<file path="src/rtl/substring_first_match_unit_assert.svh">
`ifndef SUBSTRING_FIRST_MATCH_UNIT_ASSERT_SVH
`define SUBSTRING_FIRST_MATCH_UNIT_ASSERT_SVH

// Checks that a condition holds in the same cycle as its trigger.
`define SFM_ASSERT_NOW(lbl, ante, cons, msg) \
  lbl: assert property (@(posedge clk_i) disable iff (!rst_ni) (ante) |-> (cons)) \
    else $error(msg);

// Checks that a condition holds in the cycle after its trigger.
`define SFM_ASSERT_NEXT(lbl, ante, cons, msg) \
  lbl: assert property (@(posedge clk_i) disable iff (!rst_ni) (ante) |=> (cons)) \
    else $error(msg);

`endif

</file>
<file path="src/rtl/sfm_pkg.sv">
package sfm_pkg;

  localparam int unsigned PATTERN_MAX = 16;
  localparam int unsigned TEXT_MAX    = 256;
  localparam int unsigned CHAR_W      = 8;
  localparam int unsigned INDEX_W     = 8;
  localparam int unsigned S_TDATA_W   = 8;
  localparam int unsigned M_TDATA_W   = 16;

  localparam logic FUNC_TEXT = 1'b1;

  typedef logic [CHAR_W-1:0] char_t;

  typedef enum logic [1:0] {
    OP_PAT_CHAR,
    OP_PAT_END,
    OP_TEXT_CHAR,
    OP_TEXT_END
  } op_e;

  typedef struct packed {
    op_e   op;
    char_t char_code;
  } item_t;

  typedef struct packed {
    logic  valid;
    item_t item;
  } queue_head_t;

endpackage

</file>
<file path="src/rtl/sfm_front.sv">
module sfm_front
  import sfm_pkg::*;
(
  input  logic                 clk_i,
  input  logic                 rst_ni,
  input  logic                 s_axis_tvalid_i,
  output logic                 s_axis_tready_o,
  input  logic [S_TDATA_W-1:0] s_axis_tdata_i,  // char_code
  input  logic                 s_axis_tuser_i,  // func
  output queue_head_t          head_o,
  input  logic                 pop_i
);

  localparam logic [1:0] QueueFull  = 2'd2;
  localparam logic [1:0] QueueEmpty = 2'd0;

  item_t      mem_q [2];
  logic       wr_ptr_q, wr_ptr_d;
  logic       rd_ptr_q, rd_ptr_d;
  logic [1:0] cnt_q, cnt_d;
  logic       push, pop;
  item_t      item;

  always_comb begin
    item.char_code = s_axis_tdata_i[CHAR_W-1:0];
    if (s_axis_tuser_i == FUNC_TEXT) begin
      item.op = (s_axis_tdata_i == '0) ? OP_TEXT_END : OP_TEXT_CHAR;
    end else begin
      item.op = (s_axis_tdata_i == '0) ? OP_PAT_END : OP_PAT_CHAR;
    end
  end

  assign s_axis_tready_o = (cnt_q != QueueFull);
  assign push            = s_axis_tvalid_i && s_axis_tready_o;
  assign pop             = pop_i && (cnt_q != QueueEmpty);

  always_comb begin
    wr_ptr_d = push ? ~wr_ptr_q : wr_ptr_q;
    rd_ptr_d = pop ? ~rd_ptr_q : rd_ptr_q;
    case ({push, pop})
      2'b10:   cnt_d = cnt_q + 2'd1;
      2'b01:   cnt_d = cnt_q - 2'd1;
      default: cnt_d = cnt_q;
    endcase
  end

  always_ff @(posedge clk_i or negedge rst_ni) begin
    if (!rst_ni) begin
      wr_ptr_q <= 1'b0;
      rd_ptr_q <= 1'b0;
      cnt_q    <= QueueEmpty;
    end else begin
      wr_ptr_q <= wr_ptr_d;
      rd_ptr_q <= rd_ptr_d;
      cnt_q    <= cnt_d;
    end
  end

  always_ff @(posedge clk_i) begin
    if (push) begin
      mem_q[wr_ptr_q] <= item;
    end
  end

  assign head_o.valid = (cnt_q != QueueEmpty);
  assign head_o.item  = mem_q[rd_ptr_q];

endmodule

</file>
<file path="src/rtl/sfm_back.sv">
module sfm_back
  import sfm_pkg::*;
#(
  parameter int unsigned PatternMax = PATTERN_MAX,
  parameter int unsigned TextMax    = TEXT_MAX
) (
  input  logic                 clk_i,
  input  logic                 rst_ni,
  input  queue_head_t          head_i,
  output logic                 pop_o,
  output logic                 m_axis_tvalid_o,
  input  logic                 m_axis_tready_i,
  // found, match_start, pattern_truncated, zero fill
  output logic [M_TDATA_W-1:0] m_axis_tdata_o
);

  localparam int unsigned LW  = $clog2(PatternMax + 1);
  localparam int unsigned PW  = $clog2(TextMax + 1);
  localparam int unsigned IW0 = (PW > LW) ? PW : LW;
  localparam int unsigned IW  = (IW0 > INDEX_W) ? IW0 : INDEX_W;
  localparam int unsigned PadW = M_TDATA_W - INDEX_W - 2;

  char_t                  store_q [PatternMax];
  logic [LW-1:0]          len_q, len_d, eff_len;
  logic                   closed_q, closed_d;
  logic                   cut_q, cut_d, eff_cut;
  logic [PatternMax-1:0]  hits_q, hits_d, new_hits, last_lane;
  logic [PW-1:0]          pos_q, pos_d;
  logic                   seen_q, seen_d;
  logic [INDEX_W-1:0]     idx_q, idx_d;
  logic                   out_valid_q, out_valid_d;
  logic [M_TDATA_W-1:0]   out_data_q, out_data_d;
  logic                   out_free, store_we, hit_end;
  logic [IW-1:0]          start;
  char_t                  c;

  assign c = head_i.item.char_code;

  for (genvar i = 0; i < PatternMax; i++) begin : g_lane
    logic prev;
    if (i == 0) begin : g_first
      assign prev = 1'b1;
    end else begin : g_rest
      assign prev = hits_q[i-1];
    end
    assign new_hits[i]  = prev && (store_q[i] == c) && (LW'(i) < len_q);
    assign last_lane[i] = (LW'(i + 1) == len_q);
  end

  assign hit_end  = |(new_hits & last_lane);
  assign start    = IW'(pos_q) + IW'(1) - IW'(len_q);
  assign out_free = !out_valid_q || m_axis_tready_i;
  assign pop_o    = head_i.valid && ((head_i.item.op != OP_TEXT_END) || out_free);
  assign eff_len  = closed_q ? '0 : len_q;
  assign eff_cut  = closed_q ? 1'b0 : cut_q;

  always_comb begin
    len_d       = len_q;
    closed_d    = closed_q;
    cut_d       = cut_q;
    hits_d      = hits_q;
    pos_d       = pos_q;
    seen_d      = seen_q;
    idx_d       = idx_q;
    store_we    = 1'b0;
    out_valid_d = out_valid_q && !m_axis_tready_i;
    out_data_d  = out_data_q;
    if (pop_o) begin
      unique case (head_i.item.op)
        OP_PAT_CHAR, OP_PAT_END: begin
          hits_d   = '0;
          pos_d    = '0;
          seen_d   = 1'b0;
          idx_d    = '0;
          closed_d = 1'b0;
          len_d    = eff_len;
          cut_d    = eff_cut;
          if (head_i.item.op == OP_PAT_END) begin
            closed_d = 1'b1;
          end else if (eff_len < LW'(PatternMax)) begin
            store_we = 1'b1;
            len_d    = eff_len + LW'(1);
          end else begin
            cut_d = 1'b1;
          end
        end
        OP_TEXT_CHAR: begin
          closed_d = 1'b1;
          if (pos_q < PW'(TextMax)) begin
            hits_d = new_hits;
            pos_d  = pos_q + PW'(1);
            if (!seen_q && hit_end) begin
              seen_d = 1'b1;
              idx_d  = start[INDEX_W-1:0];
            end
          end
        end
        OP_TEXT_END: begin
          closed_d    = 1'b1;
          out_valid_d = 1'b1;
          out_data_d  = {PadW'(0), cut_q, (seen_q ? idx_q : '0), seen_q};
          hits_d      = '0;
          pos_d       = '0;
          seen_d      = 1'b0;
          idx_d       = '0;
        end
        default: begin
          closed_d = closed_q;
        end
      endcase
    end
  end

  always_ff @(posedge clk_i or negedge rst_ni) begin
    if (!rst_ni) begin
      len_q       <= '0;
      closed_q    <= 1'b1;
      cut_q       <= 1'b0;
      hits_q      <= '0;
      pos_q       <= '0;
      seen_q      <= 1'b0;
      idx_q       <= '0;
      out_valid_q <= 1'b0;
    end else begin
      len_q       <= len_d;
      closed_q    <= closed_d;
      cut_q       <= cut_d;
      hits_q      <= hits_d;
      pos_q       <= pos_d;
      seen_q      <= seen_d;
      idx_q       <= idx_d;
      out_valid_q <= out_valid_d;
    end
  end

  always_ff @(posedge clk_i) begin
    out_data_q <= out_data_d;
    for (int i = 0; i < PatternMax; i++) begin
      if (store_we && (LW'(i) == eff_len)) begin
        store_q[i] <= c;
      end
    end
  end

  assign m_axis_tvalid_o = out_valid_q;
  assign m_axis_tdata_o  = out_data_q;

endmodule

</file>
<file path="src/rtl/substring_first_match_unit.sv">
// Exact substring search over byte streams. Pattern bytes (tuser low) and text
// bytes (tuser high) arrive as NUL-terminated strings, one byte per transfer, and
// the unit takes one byte every clock cycle while its input queue has room. Each
// text byte is compared against every stored pattern byte at once in a
// shift-and bit vector, so the cost per byte does not grow with pattern length.
// A two-entry queue sits between the input classifier and the matching engine,
// and the result sits in an output register, so the input keeps flowing while a
// result waits. A text terminator passes through the queue and, when the output
// register is free, loads one result into it; the engine holds only while a
// finished result has not yet been taken. No other byte produces a result.
module substring_first_match_unit
  import sfm_pkg::*;
#(
  parameter int unsigned PatternMax = PATTERN_MAX,
  parameter int unsigned TextMax    = TEXT_MAX
) (
  input  logic                 clk_i,
  input  logic                 rst_ni,
  input  logic                 s_axis_tvalid_i,
  output logic                 s_axis_tready_o,
  input  logic [S_TDATA_W-1:0] s_axis_tdata_i,  // char_code
  input  logic                 s_axis_tuser_i,  // func
  output logic                 m_axis_tvalid_o,
  input  logic                 m_axis_tready_i,
  // found, match_start, pattern_truncated, zero fill
  output logic [M_TDATA_W-1:0] m_axis_tdata_o
);

  `include "substring_first_match_unit_assert.svh"

  queue_head_t head;
  logic        pop;

  sfm_front u_front (
    .clk_i           (clk_i),
    .rst_ni          (rst_ni),
    .s_axis_tvalid_i (s_axis_tvalid_i),
    .s_axis_tready_o (s_axis_tready_o),
    .s_axis_tdata_i  (s_axis_tdata_i),
    .s_axis_tuser_i  (s_axis_tuser_i),
    .head_o          (head),
    .pop_i           (pop)
  );

  sfm_back #(
    .PatternMax (PatternMax),
    .TextMax    (TextMax)
  ) u_back (
    .clk_i           (clk_i),
    .rst_ni          (rst_ni),
    .head_i          (head),
    .pop_o           (pop),
    .m_axis_tvalid_o (m_axis_tvalid_o),
    .m_axis_tready_i (m_axis_tready_i),
    .m_axis_tdata_o  (m_axis_tdata_o)
  );

  `SFM_ASSERT_NOW(a_start_zero_when_absent, m_axis_tvalid_o && !m_axis_tdata_o[0], m_axis_tdata_o[INDEX_W:1] == '0, "match start set without a match")
  `SFM_ASSERT_NEXT(a_result_loaded, pop && head.item.op == OP_TEXT_END, m_axis_tvalid_o, "text terminator did not load a result")
  `SFM_ASSERT_NOW(a_stall_only_on_result, head.valid && !pop, head.item.op == OP_TEXT_END && m_axis_tvalid_o && !m_axis_tready_i, "engine stalled without a pending result")

endmodule
</file>
<file path="config.mk">
export PLATFORM = sky130hd
export DESIGN_NAME = substring_first_match_unit
export DESIGN_NICKNAME = d
export VERILOG_FILES = /design/src/rtl/sfm_pkg.sv /design/src/rtl/sfm_front.sv /design/src/rtl/sfm_back.sv /design/src/rtl/substring_first_match_unit.sv
export VERILOG_INCLUDE_DIRS = /design/src /design/src/rtl
export SDC_FILE = /design/constraint.sdc
export NUM_CORES = 1
export LEC_CHECK = 0
export BUFFER_PORTS_ARGS = -buffer_cell sky130_fd_sc_hd__buf_4
export CAP_MARGIN = 0
export CORE_MARGIN = 4
export CORE_UTILIZATION = 56
export CTS_CLUSTER_SIZE = 14
export DETAILED_ROUTE_END_ITERATION = 16
export PLACE_DENSITY = 0.76
export SLEW_MARGIN = 10
export SYNTH_ARGS = -nofsm -noshare
export SYNTH_HDL_FRONTEND = slang
export SYNTH_HIERARCHICAL = 1
export SYNTH_SLANG_ARGS = --single-unit
export TNS_END_PERCENT = 1
</file>
<file path="constraint.sdc">
create_clock -name clk_i -period 2.9 [get_ports clk_i]
set_input_delay 0.58 -clock clk_i [delete_from_list [all_inputs] [get_ports clk_i]]
set_output_delay 0.58 -clock clk_i [all_outputs]
set_load 0.01 [all_outputs]
</file>
# Yosys cells after proc, flatten, opt, wreduce, memory -nomap -nowiden
# Memories as Yosys holds them, arrays and structs flattened.
# Index checks and enable logic that the tools add are counted.
# totals
regBits	55
ramBits	148
inputBits	13
out_inout_bits	18
word_cells	289
mem_count	2
# op_classes
n_addsub	5
magnitude_cmp	18
n_eq_ne	56
n_mux	107
bitwise_logic	3
n_reduce_logical	85
# mem_list
memory	depth	width	read_ports	rd_clocked_by_memory_dff	write_ports	line	text
u_back.store_q	16	8	16	0	1	sfm_back.sv:23	char_t store_q [PatternMax];
u_front.mem_q	2	10	1	0	1	sfm_front.sv:17	item_t mem_q [2];
# ops
cell	n
2-to-1 mux 8 bit	17
equality test 8 bit	16
OR reduction 8 bit	15
equality test 4 x 5 -> 1 bit (first input constant)	16
2-to-1 mux 1 bit	63
2-to-1 mux 4 bit	15
logical AND 1 bit	52
equality test 3 x 5 -> 1 bit (first input constant)	8
< comparator 4 x 5 -> 1 bit (first input constant)	8
case mux 15 bit (2 select lines)	1
equality test 2 x 5 -> 1 bit (first input constant)	4
< comparator 3 x 5 -> 1 bit (first input constant)	4
case mux 9 bit (2 select lines)	1
AND 16 bit	1
case mux 8 bit (2 select lines)	1
OR reduction 16 bit	1
2-to-1 mux 15 bit	1
2-to-1 mux 5 bit	3
equality test 1 x 5 -> 1 bit (first input constant)	2
< comparator 1 x 5 -> 1 bit (first input constant)	2
< comparator 2 x 5 -> 1 bit (first input constant)	2
adder 9 x 1 -> 9 bit (second input constant)	1
< comparator 9 bit (second input constant)	1
2-to-1 mux 9 bit	1
24 further kinds	38

# Logic depth before layout (Yosys ltp)
# logic_depth
word_depth	25
mapped_depth	12
ltp_nobuf	10

# Hierarchy
# Netlist, hierarchy kept.
# by_module_without_submodules
module	n_inst	cells_per_inst	area_each_um2	seq_area_each_um2
sfm_back	1	650	8370.5	5171.2
sfm_front	1	51	932.1	700.7

# Worst setup path before layout
# OpenSTA, ideal clock, no wires.
# synth_timing
path_kind	register to register
from	register u_front.rd_ptr_q
to	register u_back.idx_q[0]
setup_time_ns	0.140
arrival_time_ns	2.637
required_time_ns	2.760
path_slack_ns	0.123
path_stages_with_launch	12
n_path_buf	2
period_less_slack_ns	2.777
cell_sequence	dfrtp_1 -> buf_2 -> mux2_2 -> buf_2 -> xnor2_1 -> nand4_1 -> a2111oi_1 -> nand3_1 -> a2111oi_4 -> nand2_1 -> nand3_2 -> o22ai_1
# synth_rtl
item	line	text
start, declared	sfm_front.sv:19	logic rd_ptr_q, rd_ptr_d;
start signal, assigned	sfm_front.sv:54	rd_ptr_q <= rd_ptr_d;
end signal, assigned	sfm_back.sv:131	idx_q <= idx_d;
end, declared	sfm_back.sv:30	logic [INDEX_W-1:0] idx_q, idx_d;

==> flow_summary.toml <==
[floorplanning]
initial_core_util_pct = 57.9
die_height_um = 137
die_area_mm2 = 0.0187
floorplan.die.width_um = 137
area_of_the_core_region_mm2 = 0.0161
floorplan.io_pins = 31
rows = 46

[drt]
detailedRoute.firstPassIterationCount = 5
vias = 5933
via_density_per_instance = 5.81
avgRoutedWirePerCell_um = 21.7
dr.first_iter.drc_count = 605
route.antenna.remaining_nets = 0
drc = 0
routed_wl_mm = 22.2

[power]
static-leakage-power_nw = 3.98
pwr-share-comb_pct = 34.4
p_per_area_mw_per_mm2 = 941
power_switching_share_pct = 32.5
sequential_cell_fraction_of_total_power_pct = 36.2
p_clk_share_pct = 29.4
power.ir.vdd_worst_mv = 0.690
design_power_total_mw = 10.5
cell_internal_pwr_mw = 7.09
power.switching_mw = 3.41

[critical_path]
required_ps = 3270
setup.worst_path.start_class = "register"
path_max_fanout = 20
cp.arrival_ps = 3310
crit_type = "register to register"
endpoint_kind = "register"

[placement]
place_congestion = 0.901
placement.cell_area_mm2 = 0.0101
place_worst_setup_slack_ps = -177
detailedPlacementHpwl_mm = 15.0
portBuffers = 24

[final_layout]
final_layout_size_suffix_gt1_share_pct = 22.0
multi_input_comb_area_mm2 = 0.00331
n_fill_cell = 1085
layout.nets = 815
area_growth_syn_to_layout_pct = 19.9
design_area_mm2 = 0.0112
number_of_antenna_cells_inserted = 0
regArea_mm2 = 0.00587

[timing]
timing_max_transition_violations_final = 0
worst-slew-pin-transition_ps = 852
grt_setup_unrepaired = "yes"
fmaxAchievable_mhz = 340
fin_skew_ps = 12.5
post_route_fraction_of_the_period_consumed_by_the_critical_path_pct = 101
max-slew-margin-rel_pct = 43.0
finalCriticalPeriod_ps = 2940
setup-violations-final = 8
hold_viol = 0
postLayoutSetupSlackWorst_ps = -38.8

[clock_tree]
clock_insertion_delay_worst_skew_ps = 510
cts_hold_buffers = 0
cts-buffers-inserted = 22
clock_path_buffers = 3
tritoncts_num_sinks = 203
tritoncts = "done"
clockRootBuffer = "clkbuf_16"
cts.reportedPaths.clkPinSlew_ps = 60
htree_num_levels = 1

[job]
max_cap_violations = 0

[logic_synthesis]
synthMostInstantiatedCell = "edfxtp_1"
synth_async_sr_flop_share_pct = 22.2
synthTopCellsByArea = "edfxtp_1 51%, dfrtp_1 12%, xnor2_1 12%"
ys_seq_area_share_pct = 63.1
postSynthCellCount = 701
synthFlopType = "edfxtp_1"
synth.largest_area_cell = "edfxtp_1"
ys_seq_elements = 203
synth_edf_count = 158
synth_top_cells_by_count = "158 x edfxtp_1, 123 x xnor2_1, 54 x nand2_1"
netlist.area_leader.share_pct = 51.0
yosysUniqueCellTypes = 60
avg_inst_size_synth_um2 = 13.3
yosysWarnings = 6
netlist_area_mm2 = 0.00930

[global_routing]
grt_remaining_overflow = 0
global_route_wire_length_before_repair_mm = 33.5
largest_net_degree_at_the_start_of_global_routing = 46
globalRouteTotalUtil_pct = 23.7
via_count_of_the_first_global_routing_pass = 5788
antenna_found_initial = 0

[outcome]
violations_in_the_final_reports = "negative setup slack"
run_status = "finished with violations"

[worst_hold_path]
min_path_type = "primary input to asynchronous set/reset pin"
-- power by group through the flow --
stage	Combinational, mW	Clock [mW]	Sequential [mW]
floorplan	2.20	0	3.80
global placement	3.27	0	3.86
detailed placement	3.35	0	3.86
CTS	3.39	3.14	3.81
global route	3.89	3.28	3.82
finish	3.61	3.09	3.80
-- flip-flops by register name, summed over array words and instances (netlist names) --
name,count
u_back/cut_q,1
u_front/cnt_q,2
u_back/hits_q,15
u_back/m_axis_tdata_o,10
u_back/store_q,128
u_back/seen_q,1
u_front/rd_ptr_q,1
u_back/len_q,5
u_back/closed_q,1
u_front/wr_ptr_q,1
u_back/m_axis_tvalid_o,1
u_back/idx_q,8
u_front/mem_q,20
u_back/pos_q,9
-- layout make-up --
type / count / area share, %
clock buffers: 23 / 4.97
multi-input cells: 445 / 29.7
well taps: 216 / 2.42
clock inverters: 17 / 2.30
repair buffers: 97 / 7.27
flip-flops and latches: 203 / 52.7
inverters: 21 / 0.707
-- per-layer routing --
layer | part of all wire [%] | global-route usage [%] | vias to the layer above
met5 | 0 | 0 | -
met4 | 2.8 | 7.48 | 0
met3 | 6.9 | 4.23 | 52
met2 | 48 | 37.0 | 228
met1 | 42 | 34.0 | 2972
li1 | - | - | 2681
-- path summary, 6_finish.rpt --
kind                            depth (start not counted)  slack (ps)              from                       end
min in group clk_i                                      1         250    s_axis_tuser_i       u_front/mem_q[1][9]
worst max register to register                         11         -40  u_front/rd_ptr_q           u_back/idx_q[7]
max in group asynchronous                               1        2370            rst_ni          u_front/rd_ptr_q
worst min-delay path                                    1          80            rst_ni          u_front/wr_ptr_q
worst min register to register                          0         450      u_back/cut_q  u_back/m_axis_tdata_o[9]
worst max-delay path                                   11         -40  u_front/rd_ptr_q           u_back/idx_q[7]
-- placed cells by master (no fill, tap or decap), types with 11 or more instances in the layout --
cell type,instances
clkbuf_16,22
buf_4,89
ha_1,11
xnor2_1,118
nand3_1,17
inv_1,21
nand4_1,25
edfxtp_1,158
xor2_1,25
dfrtp_1,43
o21ai_0,15
a22o_1,12
nand2_1,54
nor4_1,16
nor2_1,31
-- through the flow --
stage / hold WS (ps) / setup TNS [ps] / util (%) / cells
3_3_place_gp: 446 / -799 / 62.9 / 970
4_1_cts: 94.9 / 0 / 68.0 / 1010
2_1_floorplan: 284 / 0 / - / 706
6_report: 82.7 / -231 / 69.5 / 1022
3_5_place_dp: 441 / -1310 / 62.9 / 970
5_1_grt: 118 / -1230 / 69.5 / 1022
-- worst max-delay path: stages (launching register included) --
cell	delay [ps]
dfrtp_2	440
buf_4	160
mux2_4	350
buf_12	180
xnor2_1	160
nand4_1	160
or4_4	590
o211a_1	240
nand4_1	130
nand2_1	130
nand3_4	160
o22ai_1	90
-- kinds of logic after synthesis --
kind of cell	after synthesis	synth area share [%]
AO/OA/AOI/OAI	72	5.96
XOR/XNOR	148	13.9
adder cells (fa/ha/maj)	12	1.69
buffers and inverters	59	3.15
flip-flops	203	63.1
multiplexers	10	1.21
other	1	0.0403
AND/OR/NAND/NOR	196	10.9
-- what timing repair did --
item | in CTS | in global routing
pin swaps | 0 | 11
setup buffers | 0 | 11
setup endpoints to repair | 9 | 9
gates resized for setup | 4 | 25
cloned | 0 | 1
hold endpoints to repair | 0 | 0
Power figures use the tool's default switching activity.
